<file path="config.mk">
export PLATFORM = sky130hd
export DESIGN_NAME = knob_soft_takeover_panel_unit
export DESIGN_NICKNAME = d
export VERILOG_FILES = /design/src/rtl/ktp_pkg.sv /design/src/rtl/ktp_ctrl.sv /design/src/rtl/ktp_lane.sv /design/src/rtl/ktp_merge.sv /design/src/rtl/knob_soft_takeover_panel_unit.sv
export SDC_FILE = /design/constraint.sdc
export NUM_CORES = 1
export LEC_CHECK = 0
export BUFFER_PORTS_ARGS = -buffer_cell sky130_fd_sc_hd__buf_4
export CAP_MARGIN = 30
export CORE_MARGIN = 2
export CORE_UTILIZATION = 40
export DETAILED_ROUTE_END_ITERATION = 10
export PLACE_DENSITY = 0.58
export SYNTH_ARGS = -nofsm -noshare
export SYNTH_HDL_FRONTEND = slang
export SYNTH_SLANG_ARGS = --single-unit
</file>
<file path="constraint.sdc">
create_clock -name i_clk -period 14.3 [get_ports i_clk]
set_clock_uncertainty 0.1 [all_clocks]
set_input_delay 1.43 -clock i_clk [delete_from_list [all_inputs] [get_ports i_clk]]
set_output_delay 1.43 -clock i_clk [all_outputs]
set_load 0.01 [all_outputs]
</file>
<file path="src/rtl/ktp_pkg.sv">
// Package for the knob soft-takeover panel unit.
// Holds sizes, field widths, shared types and the wrap helper; no dependencies.
package ktp_pkg;

    localparam int unsigned CHANNELS  = 3;
    localparam int unsigned SHAPES    = 4;
    localparam int unsigned MOD_DESTS = 4;
    localparam int unsigned KNOBS     = 4;

    localparam int unsigned CH_IDX_W  = (CHANNELS > 1) ? $clog2(CHANNELS) : 1;
    localparam int unsigned KNOB_W    = 10;
    localparam int unsigned LEN_W     = 9;
    localparam int unsigned WIN_W     = 6;
    localparam int unsigned PANEL_KNOBS = 4;

    localparam logic [KNOB_W-1:0] STORED_RESET = 10'd10;
    localparam logic [WIN_W-1:0]  WINDOW_RESET = 6'd5;

    // floor(v * 513 / 1027) == (v * LEN_RECIP) >> LEN_SHIFT for every 10-bit v
    localparam int unsigned       LEN_SHIFT = 30;
    localparam logic [28:0]       LEN_RECIP = 29'd536348169;

    localparam int unsigned S_DATA_W = 48;
    localparam int unsigned M_DATA_W = 56;

    typedef struct packed {
        logic [1:0] channel;
        logic [1:0] shape;
        logic       shape_set;
        logic [1:0] mod_source;
        logic       mod_source_set;
        logic [1:0] mod_dest;
        logic       mod_dest_set;
        logic       relock;
    } t_ctrl;

    function automatic logic [1:0] wrap_next(input logic [1:0] v, input int unsigned count);
        logic [2:0] inc;
        inc = {1'b0, v} + 3'd1;
        return (inc >= 3'(count)) ? 2'd0 : inc[1:0];
    endfunction

endpackage

</file>
<file path="src/rtl/ktp_ctrl.sv">
// Button edge detection, cycling selectors and the pickup window register.
// Depends on ktp_pkg.
module ktp_ctrl (
    input  logic                       i_clk,
    input  logic                       i_rst_n,
    input  logic                       i_accept,
    input  logic [3:0]                 i_buttons,
    input  logic                       i_window_we,
    input  logic [ktp_pkg::WIN_W-1:0]  i_window,
    output ktp_pkg::t_ctrl             o_ctrl,
    output logic [ktp_pkg::WIN_W-1:0]  o_window
);
    import ktp_pkg::*;

    logic [3:0]       r_held;
    logic [1:0]       r_channel;
    logic [1:0]       r_shape;
    logic [1:0]       r_src;
    logic [1:0]       r_dst;
    logic [WIN_W-1:0] r_window;
    logic [3:0]       edges;
    t_ctrl            n_ctrl;

    assign edges = i_buttons & ~r_held;

    always_comb begin
        n_ctrl.channel        = edges[0] ? wrap_next(r_channel, CHANNELS) : r_channel;
        n_ctrl.relock         = edges[0];
        n_ctrl.shape          = edges[1] ? wrap_next(r_shape, SHAPES) : r_shape;
        n_ctrl.shape_set      = edges[1];
        n_ctrl.mod_source     = edges[2] ? wrap_next(r_src, CHANNELS) : r_src;
        n_ctrl.mod_source_set = edges[2];
        n_ctrl.mod_dest       = edges[3] ? wrap_next(r_dst, MOD_DESTS) : r_dst;
        n_ctrl.mod_dest_set   = edges[3];
    end

    always_ff @(posedge i_clk) begin
        if (!i_rst_n) begin
            r_held    <= '0;
            r_channel <= '0;
            r_shape   <= '0;
            r_src     <= '0;
            r_dst     <= '0;
            r_window  <= WINDOW_RESET;
        end else begin
            if (i_accept) begin
                r_held    <= i_buttons;
                r_channel <= n_ctrl.channel;
                r_shape   <= n_ctrl.shape;
                r_src     <= n_ctrl.mod_source;
                r_dst     <= n_ctrl.mod_dest;
            end
            if (i_window_we) begin
                r_window <= i_window;
            end
        end
    end

    assign o_ctrl   = n_ctrl;
    assign o_window = r_window;

endmodule

</file>
<file path="src/rtl/ktp_lane.sv">
// One knob lane: lock flag, per-channel stored value and the pickup compare.
// Depends on ktp_pkg.
module ktp_lane (
    input  logic                        i_clk,
    input  logic                        i_rst_n,
    input  logic                        i_accept,
    input  logic                        i_relock,
    input  logic [1:0]                  i_channel,
    input  logic [ktp_pkg::WIN_W-1:0]   i_window,
    input  logic [ktp_pkg::KNOB_W-1:0]  i_reading,
    output logic                        o_enable,
    output logic [ktp_pkg::KNOB_W-1:0]  o_value
);
    import ktp_pkg::*;

    logic                r_locked;
    logic [KNOB_W-1:0]   r_store [CHANNELS];
    logic [CH_IDX_W-1:0] slot;
    logic [KNOB_W-1:0]   stored;
    logic [KNOB_W-1:0]   diff;
    logic                locked_in;
    logic                n_locked;

    assign slot      = i_channel[CH_IDX_W-1:0];
    assign stored    = r_store[slot];
    assign diff      = (i_reading >= stored) ? i_reading - stored : stored - i_reading;
    assign locked_in = r_locked | i_relock;
    assign n_locked  = locked_in & (diff > {{(KNOB_W-WIN_W){1'b0}}, i_window});

    always_ff @(posedge i_clk) begin
        if (!i_rst_n) begin
            r_locked <= 1'b1;
            for (int c = 0; c < CHANNELS; c++) begin
                r_store[c] <= STORED_RESET;
            end
        end else if (i_accept) begin
            r_locked <= n_locked;
            if (!n_locked) begin
                r_store[slot] <= i_reading;
            end
        end
    end

    assign o_enable = ~n_locked;
    assign o_value  = n_locked ? '0 : i_reading;

endmodule

</file>
<file path="src/rtl/ktp_merge.sv">
// Merges lane results with selector state, scales length, and holds the
// output register plus skid entry. Depends on ktp_pkg.
module ktp_merge (
    input  logic                                   i_clk,
    input  logic                                   i_rst_n,
    input  logic                                   i_push,
    input  ktp_pkg::t_ctrl                         i_ctrl,
    input  logic [ktp_pkg::PANEL_KNOBS-1:0]        i_enables,
    input  logic [ktp_pkg::PANEL_KNOBS-1:0][ktp_pkg::KNOB_W-1:0] i_values,
    input  logic                                   i_out_ready,
    output logic                                   o_in_ready,
    output logic                                   o_out_valid,
    output logic [ktp_pkg::M_DATA_W-1:0]           o_out_data
);
    import ktp_pkg::*;

    logic [38:0]         len_prod;
    logic [LEN_W-1:0]    len_q;
    logic [M_DATA_W-1:0] packed_res;
    logic [M_DATA_W-1:0] r_out_data;
    logic                r_out_valid;
    logic [M_DATA_W-1:0] r_skid_data;
    logic                r_skid_valid;
    logic                pop;

    assign len_prod = {29'd0, i_values[1]} * {10'd0, LEN_RECIP};
    assign len_q    = len_prod[LEN_SHIFT +: LEN_W];

    assign packed_res = {2'b00, i_values[3], i_values[2], len_q, i_values[0], i_enables,
                         i_ctrl.mod_dest_set, i_ctrl.mod_dest,
                         i_ctrl.mod_source_set, i_ctrl.mod_source,
                         i_ctrl.shape_set, i_ctrl.shape, i_ctrl.channel};

    assign pop = r_out_valid & i_out_ready;

    always_ff @(posedge i_clk) begin
        if (!i_rst_n) begin
            r_out_valid  <= 1'b0;
            r_skid_valid <= 1'b0;
        end else begin
            if (pop) begin
                if (r_skid_valid) begin
                    r_out_data   <= r_skid_data;
                    r_skid_valid <= 1'b0;
                end else begin
                    r_out_valid <= i_push;
                    r_out_data  <= packed_res;
                end
            end else if (i_push) begin
                if (!r_out_valid) begin
                    r_out_valid <= 1'b1;
                    r_out_data  <= packed_res;
                end else begin
                    r_skid_valid <= 1'b1;
                    r_skid_data  <= packed_res;
                end
            end
        end
    end

    assign o_in_ready  = ~r_skid_valid;
    assign o_out_valid = r_out_valid;
    assign o_out_data  = r_out_data;

endmodule

</file>
<file path="src/rtl/knob_soft_takeover_panel_unit.sv">
// Each scan's result is registered in the output register, or the skid entry when full.
// Throughput: one scan per cycle; the output register and one skid entry let a scan
// enter while a result still waits, so s_axis_tready falls only when both are full.
// Reset (i_rst_n low, synchronous): window 5, selectors zero, all knobs locked,
// stored values 10, no result pending.
// Depends on ktp_pkg, ktp_ctrl, ktp_lane and ktp_merge.
module knob_soft_takeover_panel_unit (
    input  logic                           i_clk,
    input  logic                           i_rst_n,
    input  logic                           s_axis_tvalid,
    output logic                           s_axis_tready,
    // [0] button_channel, [1] button_shape, [2] button_mod_source, [3] button_mod_dest,
    // [13:4] knob_speed, [23:14] knob_length, [33:24] knob_weight, [43:34] knob_amount
    input  logic [ktp_pkg::S_DATA_W-1:0]   s_axis_tdata,
    output logic                           m_axis_tvalid,
    input  logic                           m_axis_tready,
    // [1:0] channel, [3:2] shape, [4] shape_set, [6:5] mod_source, [7] mod_source_set,
    // [9:8] mod_dest, [10] mod_dest_set, [14:11] knob_enables, [24:15] speed,
    // [33:25] length, [43:34] weight, [53:44] mod_amount
    output logic [ktp_pkg::M_DATA_W-1:0]   m_axis_tdata,
    input  logic                           i_pickup_window_we,
    input  logic [ktp_pkg::WIN_W-1:0]      i_pickup_window
);
    import ktp_pkg::*;

    logic                                     accept;
    t_ctrl                                    ctrl;
    logic [WIN_W-1:0]                         window;
    logic [PANEL_KNOBS-1:0]                   enables;
    logic [PANEL_KNOBS-1:0][KNOB_W-1:0]       values;

    assign accept = s_axis_tvalid & s_axis_tready;

    ktp_ctrl u_ctrl (
        .i_clk       (i_clk),
        .i_rst_n     (i_rst_n),
        .i_accept    (accept),
        .i_buttons   (s_axis_tdata[3:0]),
        .i_window_we (i_pickup_window_we),
        .i_window    (i_pickup_window),
        .o_ctrl      (ctrl),
        .o_window    (window)
    );

    for (genvar k = 0; k < PANEL_KNOBS; k++) begin : g_lane
        if (k < KNOBS) begin : g_on
            ktp_lane u_lane (
                .i_clk     (i_clk),
                .i_rst_n   (i_rst_n),
                .i_accept  (accept),
                .i_relock  (ctrl.relock),
                .i_channel (ctrl.channel),
                .i_window  (window),
                .i_reading (s_axis_tdata[4 + k*KNOB_W +: KNOB_W]),
                .o_enable  (enables[k]),
                .o_value   (values[k])
            );
        end else begin : g_off
            assign enables[k] = 1'b0;
            assign values[k]  = '0;
        end
    end

    ktp_merge u_merge (
        .i_clk       (i_clk),
        .i_rst_n     (i_rst_n),
        .i_push      (accept),
        .i_ctrl      (ctrl),
        .i_enables   (enables),
        .i_values    (values),
        .i_out_ready (m_axis_tready),
        .o_in_ready  (s_axis_tready),
        .o_out_valid (m_axis_tvalid),
        .o_out_data  (m_axis_tdata)
    );

endmodule
</file>
==> results of run 1 <==
-- flip-flops by register name, summed over array words and instances (netlist names) --
name	count
u_ctrl.r_src	2
u_merge.r_skid_data	54
u_merge.r_skid_valid	1
u_ctrl.r_channel	2
u_ctrl.r_shape	2
u_merge.o_out_data	54
g_lane.g_on.u_lane.r_store	160
u_ctrl.o_window	6
g_lane.g_on.u_lane.r_locked	4
u_ctrl.r_dst	2
u_ctrl.r_held	4
u_merge.o_out_valid	1
-- placed cells by master, fill, tap and decap left out, types with 11 or more instances in the layout --
cell       Yosys  routed
a21o_1        43      43
nand3_1       19      18
o21ai_0       56      53
edfxtp_1     268     268
o31ai_1       26      26
a221oi_1      32      32
nor3_1        70      70
dfxtp_1       24      24
fa_1          46      46
buf_4          3     150
nand2b_1      16      15
a21oi_1      148     146
clkbuf_16      0      34
o22ai_1       13      13
nand4_1       16      16
and2_1        27      27
inv_1        211     210
nand2_1      199     199
nor2_1       103     100
ha_1         214     214
o211ai_1      11      11
xor2_1        15      15
nor2b_1       27      26
o21a_1        17      17
a211oi_1      20      20
xnor2_1       27      27
mux2i_1       48      48
-- metal layers --
metal / vias to the layer above / wire length [µm]
met5: - / 0
met4: 0 / 1170
met3: 63 / 2420
met2: 351 / 24900
met1: 7388 / 24300
li1: 7243 / -
-- how the worst max path moves through the flow --
stage               startpoint                                 to  slack (ns)  cells after the start
6_report       s_axis_tdata[0]   u_merge.o_out_data[29]$_DFFE_PP_        1.30                     47
2_1_floorplan  s_axis_tdata[0]   u_merge.o_out_data[29]$_DFFE_PP_        1.85                     49
4_1_cts        s_axis_tdata[0]  u_merge.r_skid_data[33]$_DFFE_PP_        1.26                     47
3_5_place_dp   s_axis_tdata[0]  u_merge.r_skid_data[33]$_DFFE_PP_        0.78                     47
5_1_grt        s_axis_tdata[0]   u_merge.o_out_data[29]$_DFFE_PP_        0.47                     47
3_3_place_gp   s_axis_tdata[0]   u_merge.o_out_data[29]$_DFFE_PP_        0.89                     47
-- cells by family (layout without fill, tap and decap cells) --
kind of cell	count (synthesis)	after routing	share of synthesized area, %
simple gates	533	533	12.7
compound gates	457	457	15.9
buf+inv	305	425	5.95
flops	292	292	42.7
fa+ha+maj	260	260	18.0
mux	57	57	2.91
xor+xnor	42	42	1.84
other cells	1	2	0.0188
-- where the power goes --
part / internal, mW / switching, mW
combinational: 0.441 / 0.680
sequential: 0.991 / 0.0142
clock: 0.534 / 0.354
-- area by class of cell --
class / instances / area share (%)
inverter: 213 / 3.51
clock inverter: 19 / 1.04
multi-input combinational: 1351 / 45.3
sequential: 292 / 37.5
clock buffer: 40 / 3.88
timing repair buffer: 153 / 5.13
tap: 664 / 3.65
-- critical path, delay by kind of cell --
kind	cells	cell delay (ns)
fa+ha+maj	9	3.91
xor+xnor	1	0.19
mux	1	0.29
buf+inv	9	1.04
compound gates	19	4.49
simple gates	8	1.76
==> qor.yml, run 1 <==
outcome:
  status: "complete, no violations"
synth:
  ys_seq_elements: 292
  synthDistinctLibCells: 79
  syn_area_per_cell_um2: 10.3
  synth_top_area_share_pct: 40.3
  synthCells: 1947
  synth_edf_count: 268
  syn_area_um2: 20000
  yosys-top-cells-area: "edfxtp_1 (40%), ha_1 (13%), fa_1 (4.6%)"
  synthArstFlopShare_pct: 0
  ys_seq_area_share_pct: 42.7
  synth-main-ff-cell: "edfxtp_1"
  synth_commonest_cells: "edfxtp_1 (268), ha_1 (214), inv_1 (211)"
  synth_most_common_cell: "edfxtp_1"
  yosys.area.top_type: "edfxtp_1"
  yosys_warnings: 0
critical_path:
  r2r_setup_slack_ns: 1.89
  crit_slowest_cell: "fa_1"
  path_class: "primary input to flop"
  required_ns: 14.46
  crit_fanout: 16
  r2r-start: "u_ctrl.r_held[0]$_SDFFE_PN0P_"
  endpoint_kind: "flop"
  rr_endpoint: "u_merge.o_out_data[29]$_DFFE_PP_"
  crit_path_max_incr_delay_ns: 0.65
  worstSetupStartpointType: "primary input"
  cp_data_arrival_time_ns: 13.15
  r2r_cells: 46
cells_and_area:
  regArea_um2: 8530
  design_area_um2: 22800
  area_growth_pct: 14.0
  finalNetCount: 2364
  multi_input_comb_area_um2: 10300
  fill_cells: 4629
  drive_gt1_share_pct: 12.0
  antenna-diode-count: 0
  instances_no_fill: 2732
  final_core_util_pct: 46.4
clock_network:
  post_cts_buffers: 0
  cts_resized: 0
  cts_root_buf: "clkbuf_16"
  cts_buffer_depth: 3
  htreeDepth: 2
  cts_inserted_buffers: 34
  clk_pin_slew_ns: 0.06
  cts_sinks: 292
  hold_buffers: 0
  cts_tree: "built"
  insertion_delay_ns: 0.53
timing:
  setup-tns-final_ns: 0
  worst_slack_ns: 1.30
  period_share_pct: 90.9
  fin_crit_ns: 13.00
  maxSlewViolCount: 0
  holdWs_ns: 0.349
  slew_headroom_pct: 31.5
  final_hold_viol_count: 0
  timing.fmax_mhz: 76.9
  tightest_slew_ns: 1.03
  setup_viol: 0
  rsz0062_at_grt: "no"
global_routing:
  grt_pass1_vias: 15000
  grt_util_all_layers_pct: 20.5
  overflow: 0
  grt_antenna_before_repair: 0
  grt_max_degree: 55
  met2_usage_pct: 34.0
  busiest_layer: "met2"
  grt_pass1_wl_mm: 82.5
  met3_usage_pct: 2.21
  met1_usage_pct: 28.7
floorplanning:
  die_y_um: 227
  die-area_um2: 51700
  fp.dieW_um: 227
  start_util_pct: 40.7
  ios: 117
  core_area_um2: 49100
  rows: 81
route:
  routed_wl_mm: 52.8
  vias: 15000
  final_antenna_net_count: 0
  drt_iter0_drc: 1147
  viasPerCell: 5.51
  drcViolationCount: 0
  wl_per_cell_um: 19.3
  firstDrtPassIters: 5
power_and_ir_drop:
  powerDensity_nw_per_um2: 132
  ir_drop_uv: 72.4
  fin_total_pwr_mw: 3.01
  power.leakage_nw: 9.97
place:
  placed_area_um2: 21600
  io_buffer_count: 110
  place_ws_ns: 0.778
  gp_congestion: 0.889
  place_inst: 2671
  hpwl_mm: 37.7
hold_path:
  min_path_type: "flop to flop"
  worstHoldStart: "u_ctrl.r_held[2]$_SDFFE_PN0P_"
  whs_path_depth: 2
  hold_end: "u_ctrl.r_held[2]$_SDFFE_PN0P_"
run:
  maxCapViolCount: 0
Power figures use the tool's default switching activity.
==> run 2: changes to the inputs <==
==> constraint.sdc (replaced) <==
create_clock -name i_clk -period 14.3 [get_ports i_clk]
set_clock_uncertainty 0.1 [all_clocks]
set_input_delay 0.715 -clock i_clk [delete_from_list [all_inputs] [get_ports i_clk]]
set_output_delay 0.715 -clock i_clk [all_outputs]
set_load 0.01 [all_outputs]
==> run 2 against run 1 <==
Effect of this change: power decreased by 3.6%; non-clock buffer count decreased by 4; combinational power about the same; sequential power about the same; core utilization decreased by 0.36 points; clock power decreased by 11%; hold slack got worse by 0.10 ns; sequential cell count unchanged; clock-buffer cell count increased by 5; critical endpoint is now u_merge.o_out_data[31]$_DFFE_PP_; highest routed layer unchanged; die area unchanged; setup slack improved by 0.29 ns; sequential share of layout area increased by 0.30 points.
==> qor.yml, run 2 (synthesis results as in run 1) <==
critical_path:
  crit_fanout: 20  # +4
  crit_path_max_incr_delay_ns: 0.66  # about the same
  required_ns: 14.50  # +0.04 ns
  cp_data_arrival_time_ns: 12.91  # -0.24 ns
  path_class: "flop to flop"
  r2r_setup_slack_ns: 1.60  # -0.29 ns
  endpoint_kind: "flop"
  crit_end: "u_merge.o_out_data[31]$_DFFE_PP_"
  cp.depth: 45  # -4.3%
  path_buf_inv: 7  # -2
  r2r_cells: 45  # -2.2%
  critPathLaunch: "u_ctrl.r_held[0]$_SDFFE_PN0P_"
  crit_slowest_cell: "fa_1"
  r2r-start: "u_ctrl.r_held[0]$_SDFFE_PN0P_"
  path_delay_family: "compound AO/OA/AOI/OAI gates"
  worstSetupStartpointType: "flop"
  rr_endpoint: "u_merge.o_out_data[31]$_DFFE_PP_"
power_and_ir_drop:
  powerDensity_nw_per_um2: 129  # -2.8%
  ir_drop_uv: 87.1  # +20%
  power.leakage_nw: 9.87  # -0.99%
  fin_total_pwr_mw: 2.91  # -3.6%
route:
  final_antenna_net_count: 0  # unchanged
  viasPerCell: 5.46  # -0.84%
  drcViolationCount: 0  # unchanged
  routed_wl_mm: 52.3  # -0.91%
  drt_iter0_drc: 1090  # -5.0%
  wl_per_cell_um: 19.2  # -0.73%
  firstDrtPassIters: 5  # unchanged
  vias: 14900  # -1.0%
cells_and_area:
  layout_commonest_cell: "edfxtp_1"
  multi_input_comb_area_um2: 10300  # unchanged
  largest_reg_flops: 160  # unchanged
  regArea_um2: 8530  # unchanged
  fill_cells: 4738  # +2.4%
  area_growth_pct: 13.1
  top_register: "g_lane.g_on.u_lane.r_store"
  drive_gt1_share_pct: 11.6  # -0.41 points
  antenna-diode-count: 0  # unchanged
  finalNetCount: 2357  # -0.30%
  mostFrequentLayoutCells: "edfxtp_1 (268), ha_1 (214), inv_1 (210), nand2_1 (199), buf_4 (148)"
  design_area_um2: 22600  # -0.79%
global_routing:
  grt_pass1_vias: 14800  # -1.4%
  grt_max_degree: 55  # unchanged
  grt_util_all_layers_pct: 20.3  # -0.21 points
  overflow: 0  # unchanged
  grt_pass1_wl_mm: 82.4  # -0.12%
  grt_antenna_before_repair: 0  # unchanged
timing:
  final_hold_viol_count: 0  # unchanged
  maxSlewViolCount: 0  # unchanged
  fin_crit_ns: 12.70  # -0.294 ns
  timing.fmax_mhz: 78.7  # +2.3%
  setup-tns-final_ns: 0  # unchanged
  slew_headroom_pct: 33.7  # +2.2 points
  tightest_slew_ns: 0.992  # -0.0353 ns
  rsz0062_at_grt: "no"
  period_share_pct: 88.8  # -2.1 points
  setup_viol: 0  # unchanged
floorplanning:
  core_area_um2: 49100  # unchanged
  ios: 117  # unchanged
  fp.dieW_um: 227  # unchanged
  start_util_pct: 40.7  # unchanged
  die_y_um: 227  # unchanged
  rows: 81  # unchanged
  die-area_um2: 51700  # unchanged
clock_network:
  post_cts_buffers: 0  # unchanged
  cts_tree: "built"
  cts_root_buf: "clkbuf_16"
  hold_buffers: 0  # unchanged
  cts_inserted_buffers: 31  # -8.8%
  htreeDepth: 1  # -1
  clk_pin_slew_ns: 0.06  # about the same
  cts_resized: 0  # unchanged
  cts_sinks: 292  # unchanged
  cts_buffer_depth: 3  # unchanged
  insertion_delay_ns: 0.58  # +0.05 ns
place:
  hpwl_mm: 37.7  # about the same
  placed_area_um2: 21600  # -0.12%
  gp_congestion: 0.876  # -1.5%
  io_buffer_count: 110  # unchanged
hold_path:
  min_path_type: "primary input to flop"
run:
  maxCapViolCount: 0  # unchanged
outcome:
  status: "complete, no violations"
-- run 2: routing by layer --
layer / wire length (µm) / vias to the layer above / global-route usage [%]
met3: 2420 / 61 / 2.19
met1: 24300 / 7253 / 28.2
met4: 1080 / 0 / 4.95
met5: 0 / - / 0
li1: - / 7226 / -
met2: 24500 / 351 / 33.9
-- run 2: how the worst min path moves through the flow --
stage / startpoint / to / slack, ns / cells past startpoint
floorplan: u_ctrl.r_held[2]$_SDFFE_PN0P_ / u_ctrl.r_held[2]$_SDFFE_PN0P_ / 0.33 / 2
CTS: s_axis_tdata[12] / g_lane[0].g_on.u_lane.r_store[3][8]$_DFFE_PP_ / 0.22 / 1
detailed placement: u_ctrl.r_held[3]$_SDFFE_PN0P_ / u_ctrl.r_held[3]$_SDFFE_PN0P_ / 0.35 / 2
global placement: u_ctrl.r_held[2]$_SDFFE_PN0P_ / u_ctrl.r_held[2]$_SDFFE_PN0P_ / 0.34 / 2
global route: s_axis_tdata[32] / g_lane[2].g_on.u_lane.r_store[3][8]$_DFFE_PP_ / 0.24 / 1
finish: s_axis_tdata[32] / g_lane[2].g_on.u_lane.r_store[3][8]$_DFFE_PP_ / 0.25 / 1
-- run 2: worst reg2reg max path: cells and delay by family (launching register included) --
family,cells,cell delay [ns]
fa+ha+maj,9,4.09
mux,1,0.36
compound gates,19,4.63
simple gates,8,2.05
buf+inv,7,0.70
xor+xnor,1,0.15
flops,1,0.35
-- run 2: area by class of cell --
class                   count  share of cell area (%)
multi-input cells        1351                    45.7
flip-flops and latches    292                    37.8
repair buffers            149                    4.99
clock buffers              45                    3.80
well taps                 664                    3.68
inverters                 213                    3.54
clock inverters            13                   0.549
-- run 2: per-stage QoR --
stage / utilization, % / setup slack [ns] / hold WS, ns / instances
final: 46.0 / 1.60 / 0.247 / 2727
after global routing: 46.0 / 0.684 / 0.235 / 2727
after CTS: 46.0 / 1.63 / 0.217 / 2726
after detailed placement: 44.0 / 1.25 / 0.347 / 2668
after global placement: 44.0 / 1.37 / 0.338 / 2665
after floorplan: - / 2.57 / 0.331 / 1948
-- run 2: power by group --
| group | internal (mW) | total [mW] | switching, mW |
|---|---|---|---|
| Sequential | 0.991 | 1.01 | 0.0141 |
| Clock | 0.452 | 0.790 | 0.339 |
| Combinational | 0.439 | 1.11 | 0.673 |
==> run 3: changes to the inputs <==
--- a/config.mk
+++ b/config.mk
@@ -8,9 +8,10 @@
 export BUFFER_PORTS_ARGS = -buffer_cell sky130_fd_sc_hd__buf_4
 export CAP_MARGIN = 30
 export CORE_MARGIN = 2
-export CORE_UTILIZATION = 40
+export CORE_UTILIZATION = 35
 export DETAILED_ROUTE_END_ITERATION = 10
-export PLACE_DENSITY = 0.58
+export PLACE_DENSITY = 0.53
 export SYNTH_ARGS = -nofsm -noshare
 export SYNTH_HDL_FRONTEND = slang
+export SYNTH_HIERARCHICAL = 1
 export SYNTH_SLANG_ARGS = --single-unit
==> constraint.sdc (replaced) <==
create_clock -name i_clk -period 11.9 [get_ports i_clk]
set_clock_uncertainty 0.1 [all_clocks]
set_input_delay 0.595 -clock i_clk [delete_from_list [all_inputs] [get_ports i_clk]]
set_output_delay 0.595 -clock i_clk [all_outputs]
set_load 0.01 [all_outputs]
==> run 3 against run 2 <==
Effect of this change: power rose by 17%; clock power increased by 34%; fmax grew 18%; synthesized cell count up 6.2%.
==> qor.yml, run 3 <==
hold_path:
  whs_path_depth: 3  # +2
  worstHoldStart: "i_pickup_window[0]"
  min_path_type: "primary input to flop"
  hold_end: "u_ctrl/o_window[0]$_SDFFE_PN1P_"
cells_and_area:
  final_core_util_pct: 39.6  # -6.4 points
  antenna-diode-count: 0  # unchanged
  drive_gt1_share_pct: 18.1  # +6.4 points
  layout_commonest_cell: "edfxtp_1"
  area_growth_pct: 12.1
  instances_no_fill: 2955  # +8.4%
  largest_reg_flops: 160  # unchanged
  fill_cells: 6005  # +27%
  multi_input_comb_area_um2: 11700  # +13%
  top_register: "g_lane.g_on.u_lane/r_store"
  mostFrequentLayoutCells: "edfxtp_1 (268), nand2_1 (229), inv_1 (218), ha_1 (215), a21oi_1 (166)"
  finalNetCount: 2459  # +4.3%
  regArea_um2: 8530  # unchanged
clock_network:
  cts_root_buf: "clkbuf_16"
  cts_sinks: 292  # unchanged
  htreeDepth: 2  # +1
  cts_resized: 0  # unchanged
  cts_inserted_buffers: 36  # +16%
  cts_buffer_depth: 3  # unchanged
  cts_tree: "built"
  post_cts_buffers: 0  # unchanged
  clk_pin_slew_ns: 0.06  # about the same
  insertion_delay_ns: 0.57  # about the same
  hold_buffers: 0  # unchanged
run:
  maxCapViolCount: 0  # unchanged
critical_path:
  endpoint_kind: "flop"
  crit_slowest_cell: "ha_1"
  worstSetupStartpointType: "flop"
  required_ns: 12.10  # -2.40 ns
  crit_path_max_incr_delay_ns: 0.59  # -0.07 ns
  cp_data_arrival_time_ns: 10.94  # -1.97 ns
  r2r_setup_slack_ns: 1.16  # -0.43 ns
  r2r_cells: 38  # -16%
  path_class: "flop to flop"
  crit_fanout: 15  # -25%
  r2r-start: "u_ctrl/r_held[0]$_SDFFE_PN0P_"
  rr_endpoint: "u_merge/o_out_data[31]$_DFFE_PP_"
synth:
  yosys.area.top_type: "edfxtp_1"
  synthDistinctLibCells: 92  # +16%
  syn_area_um2: 21700  # +8.8%
  yosys-top-cells-area: "edfxtp_1 (37%), ha_1 (12%), fa_1 (4.2%)"
  synth_top_area_share_pct: 37.1  # -3.3 points
  ys_seq_elements: 292  # unchanged
  synth_most_common_cell: "edfxtp_1"
  syn_area_per_cell_um2: 10.5  # +2.4%
  synth-main-ff-cell: "edfxtp_1"
  synthCells: 2068  # +6.2%
  yosys_warnings: 6  # +6
  synthArstFlopShare_pct: 0  # unchanged
  ys_seq_area_share_pct: 39.3  # -3.5 points
  synth_edf_count: 268  # unchanged
  synth_commonest_cells: "edfxtp_1 (268), nand2_1 (229), inv_1 (218)"
route:
  viasPerCell: 5.39  # -1.2%
  wl_per_cell_um: 19.4  # +0.99%
  vias: 15900  # +7.0%
  drcViolationCount: 0  # unchanged
  routed_wl_mm: 57.2  # +9.4%
  drt_iter0_drc: 1120  # +2.8%
  firstDrtPassIters: 5  # unchanged
  final_antenna_net_count: 0  # unchanged
floorplanning:
  fp.dieW_um: 253  # +11%
  core_area_um2: 61500  # +25%
  ios: 117  # unchanged
  start_util_pct: 35.3  # -5.4 points
  rows: 91  # +12%
  die_y_um: 253  # +11%
  die-area_um2: 64100  # +24%
timing:
  period_share_pct: 90.2  # +1.4 points
  slew_headroom_pct: 30.6  # -3.1 points
  setup-tns-final_ns: 0  # unchanged
  worst_slack_ns: 1.16  # -0.432 ns
  fin_crit_ns: 10.74  # -1.97 ns
  holdWs_ns: 0.151  # -0.0965 ns
  final_hold_viol_count: 0  # unchanged
  setup_viol: 0  # unchanged
  maxSlewViolCount: 0  # unchanged
  rsz0062_at_grt: "no"
  tightest_slew_ns: 1.02  # +0.0323 ns
  timing.fmax_mhz: 93.1  # +18%
outcome:
  status: "complete, no violations"
power_and_ir_drop:
  p_sw_share_pct: 34.6  # -0.66 points
  power.leakage_nw: 10.0  # +1.4%
  p_clk_share_pct: 31.0  # +3.8 points
  combPwrFrac_pct: 33.9  # -4.3 points
  ir_drop_uv: 90.2  # +3.5%
  power_frac_seq_pct: 35.1  # +0.5 points
  power.internal_mw: 2.23  # +18%
  power_switching_mw: 1.18  # +15%
  powerDensity_nw_per_um2: 140  # +8.6%
global_routing:
  grt_antenna_before_repair: 0  # unchanged
  grt_max_degree: 78  # +42%
  grt_util_all_layers_pct: 17.7  # -2.6 points
  grt_pass1_vias: 15600  # +5.6%
  grt_pass1_wl_mm: 88.9  # +7.9%
  overflow: 0  # unchanged
place:
  hpwl_mm: 40.4  # +7.1%
  place_ws_ns: 0.803  # -0.446 ns
  gp_congestion: 0.851  # -2.8%
  io_buffer_count: 110  # unchanged
  place_inst: 2891  # +8.4%
-- run 3: critical path: cells and delay by family (launching register included) --
family | cells | cell delay [ns]
compound gates | 12 | 2.47
xor+xnor | 3 | 0.48
fa+ha+maj | 8 | 3.42
buf+inv | 5 | 0.63
flops | 1 | 0.31
mux | 4 | 1.54
simple gates | 6 | 1.53
-- run 3: final cells by class --
class	count	share of cell area [%]
clock buffer	46	3.94
tap	790	4.06
clock inverter	18	0.617
timing repair buffer	158	4.92
multi-input combinational	1432	48.0
inverter	219	3.38
sequential	292	35.0
-- run 3: cells by family (layout without fill, tap and decap cells) --
kind of cell / after synthesis / in the layout / synth area share (%)
AND/OR/NAND/NOR: 603 / 603 / 14.6
AO/OA/AOI/OAI: 416 / 416 / 13.3
buffers and inverters: 345 / 441 / 7.08
flip-flops: 292 / 292 / 39.3
adder cells (fa/ha/maj): 261 / 261 / 16.6
multiplexers: 103 / 103 / 7.19
XOR/XNOR: 47 / 47 / 1.90
other: 1 / 2 / 0.0173
-- run 3: worst max-delay path by stage --
stage / start / end / slack, ns / cells past startpoint
detailed placement: s_axis_tdata[0] / u_merge/o_out_data[31]$_DFFE_PP_ / 0.80 / 39
global placement: s_axis_tdata[0] / u_merge/o_out_data[31]$_DFFE_PP_ / 0.95 / 39
finish: u_ctrl/r_held[0]$_SDFFE_PN0P_ / u_merge/o_out_data[31]$_DFFE_PP_ / 1.16 / 38
global route: u_ctrl/r_held[0]$_SDFFE_PN0P_ / u_merge/o_out_data[31]$_DFFE_PP_ / 0.51 / 38
floorplan: s_axis_tdata[0] / u_merge/o_out_data[31]$_DFFE_PP_ / 1.28 / 41
CTS: u_ctrl/r_held[0]$_SDFFE_PN0P_ / u_merge/o_out_data[31]$_DFFE_PP_ / 1.15 / 38
-- run 3: metrics by stage --
stage	instance area [µm²]	power (mW)
after floorplan	21700	2.09
after global placement	23200	2.34
after detailed placement	23200	2.37
after CTS	24300	3.44
after global routing	24300	3.60
final	24300	3.40
-- run 3: power groups by stage --
stage	sequential, mW	clock, mW	combinational, mW
2_1_floorplan	1.22	0	0.869
3_3_place_gp	1.21	0	1.13
3_5_place_dp	1.22	0	1.15
4_1_cts	1.20	1.09	1.16
5_1_grt	1.20	1.12	1.28
6_report	1.19	1.06	1.15
-- run 3: per-layer routing --
layer	up-vias	track usage, %	share of wire, %	wire length (µm)
met5	-	0	0	0
met4	0	3.94	1.8	1010
met3	73	2.56	5.1	2910
met2	405	28.8	47	26700
met1	7801	24.9	46	26600
li1	7661	-	-	-
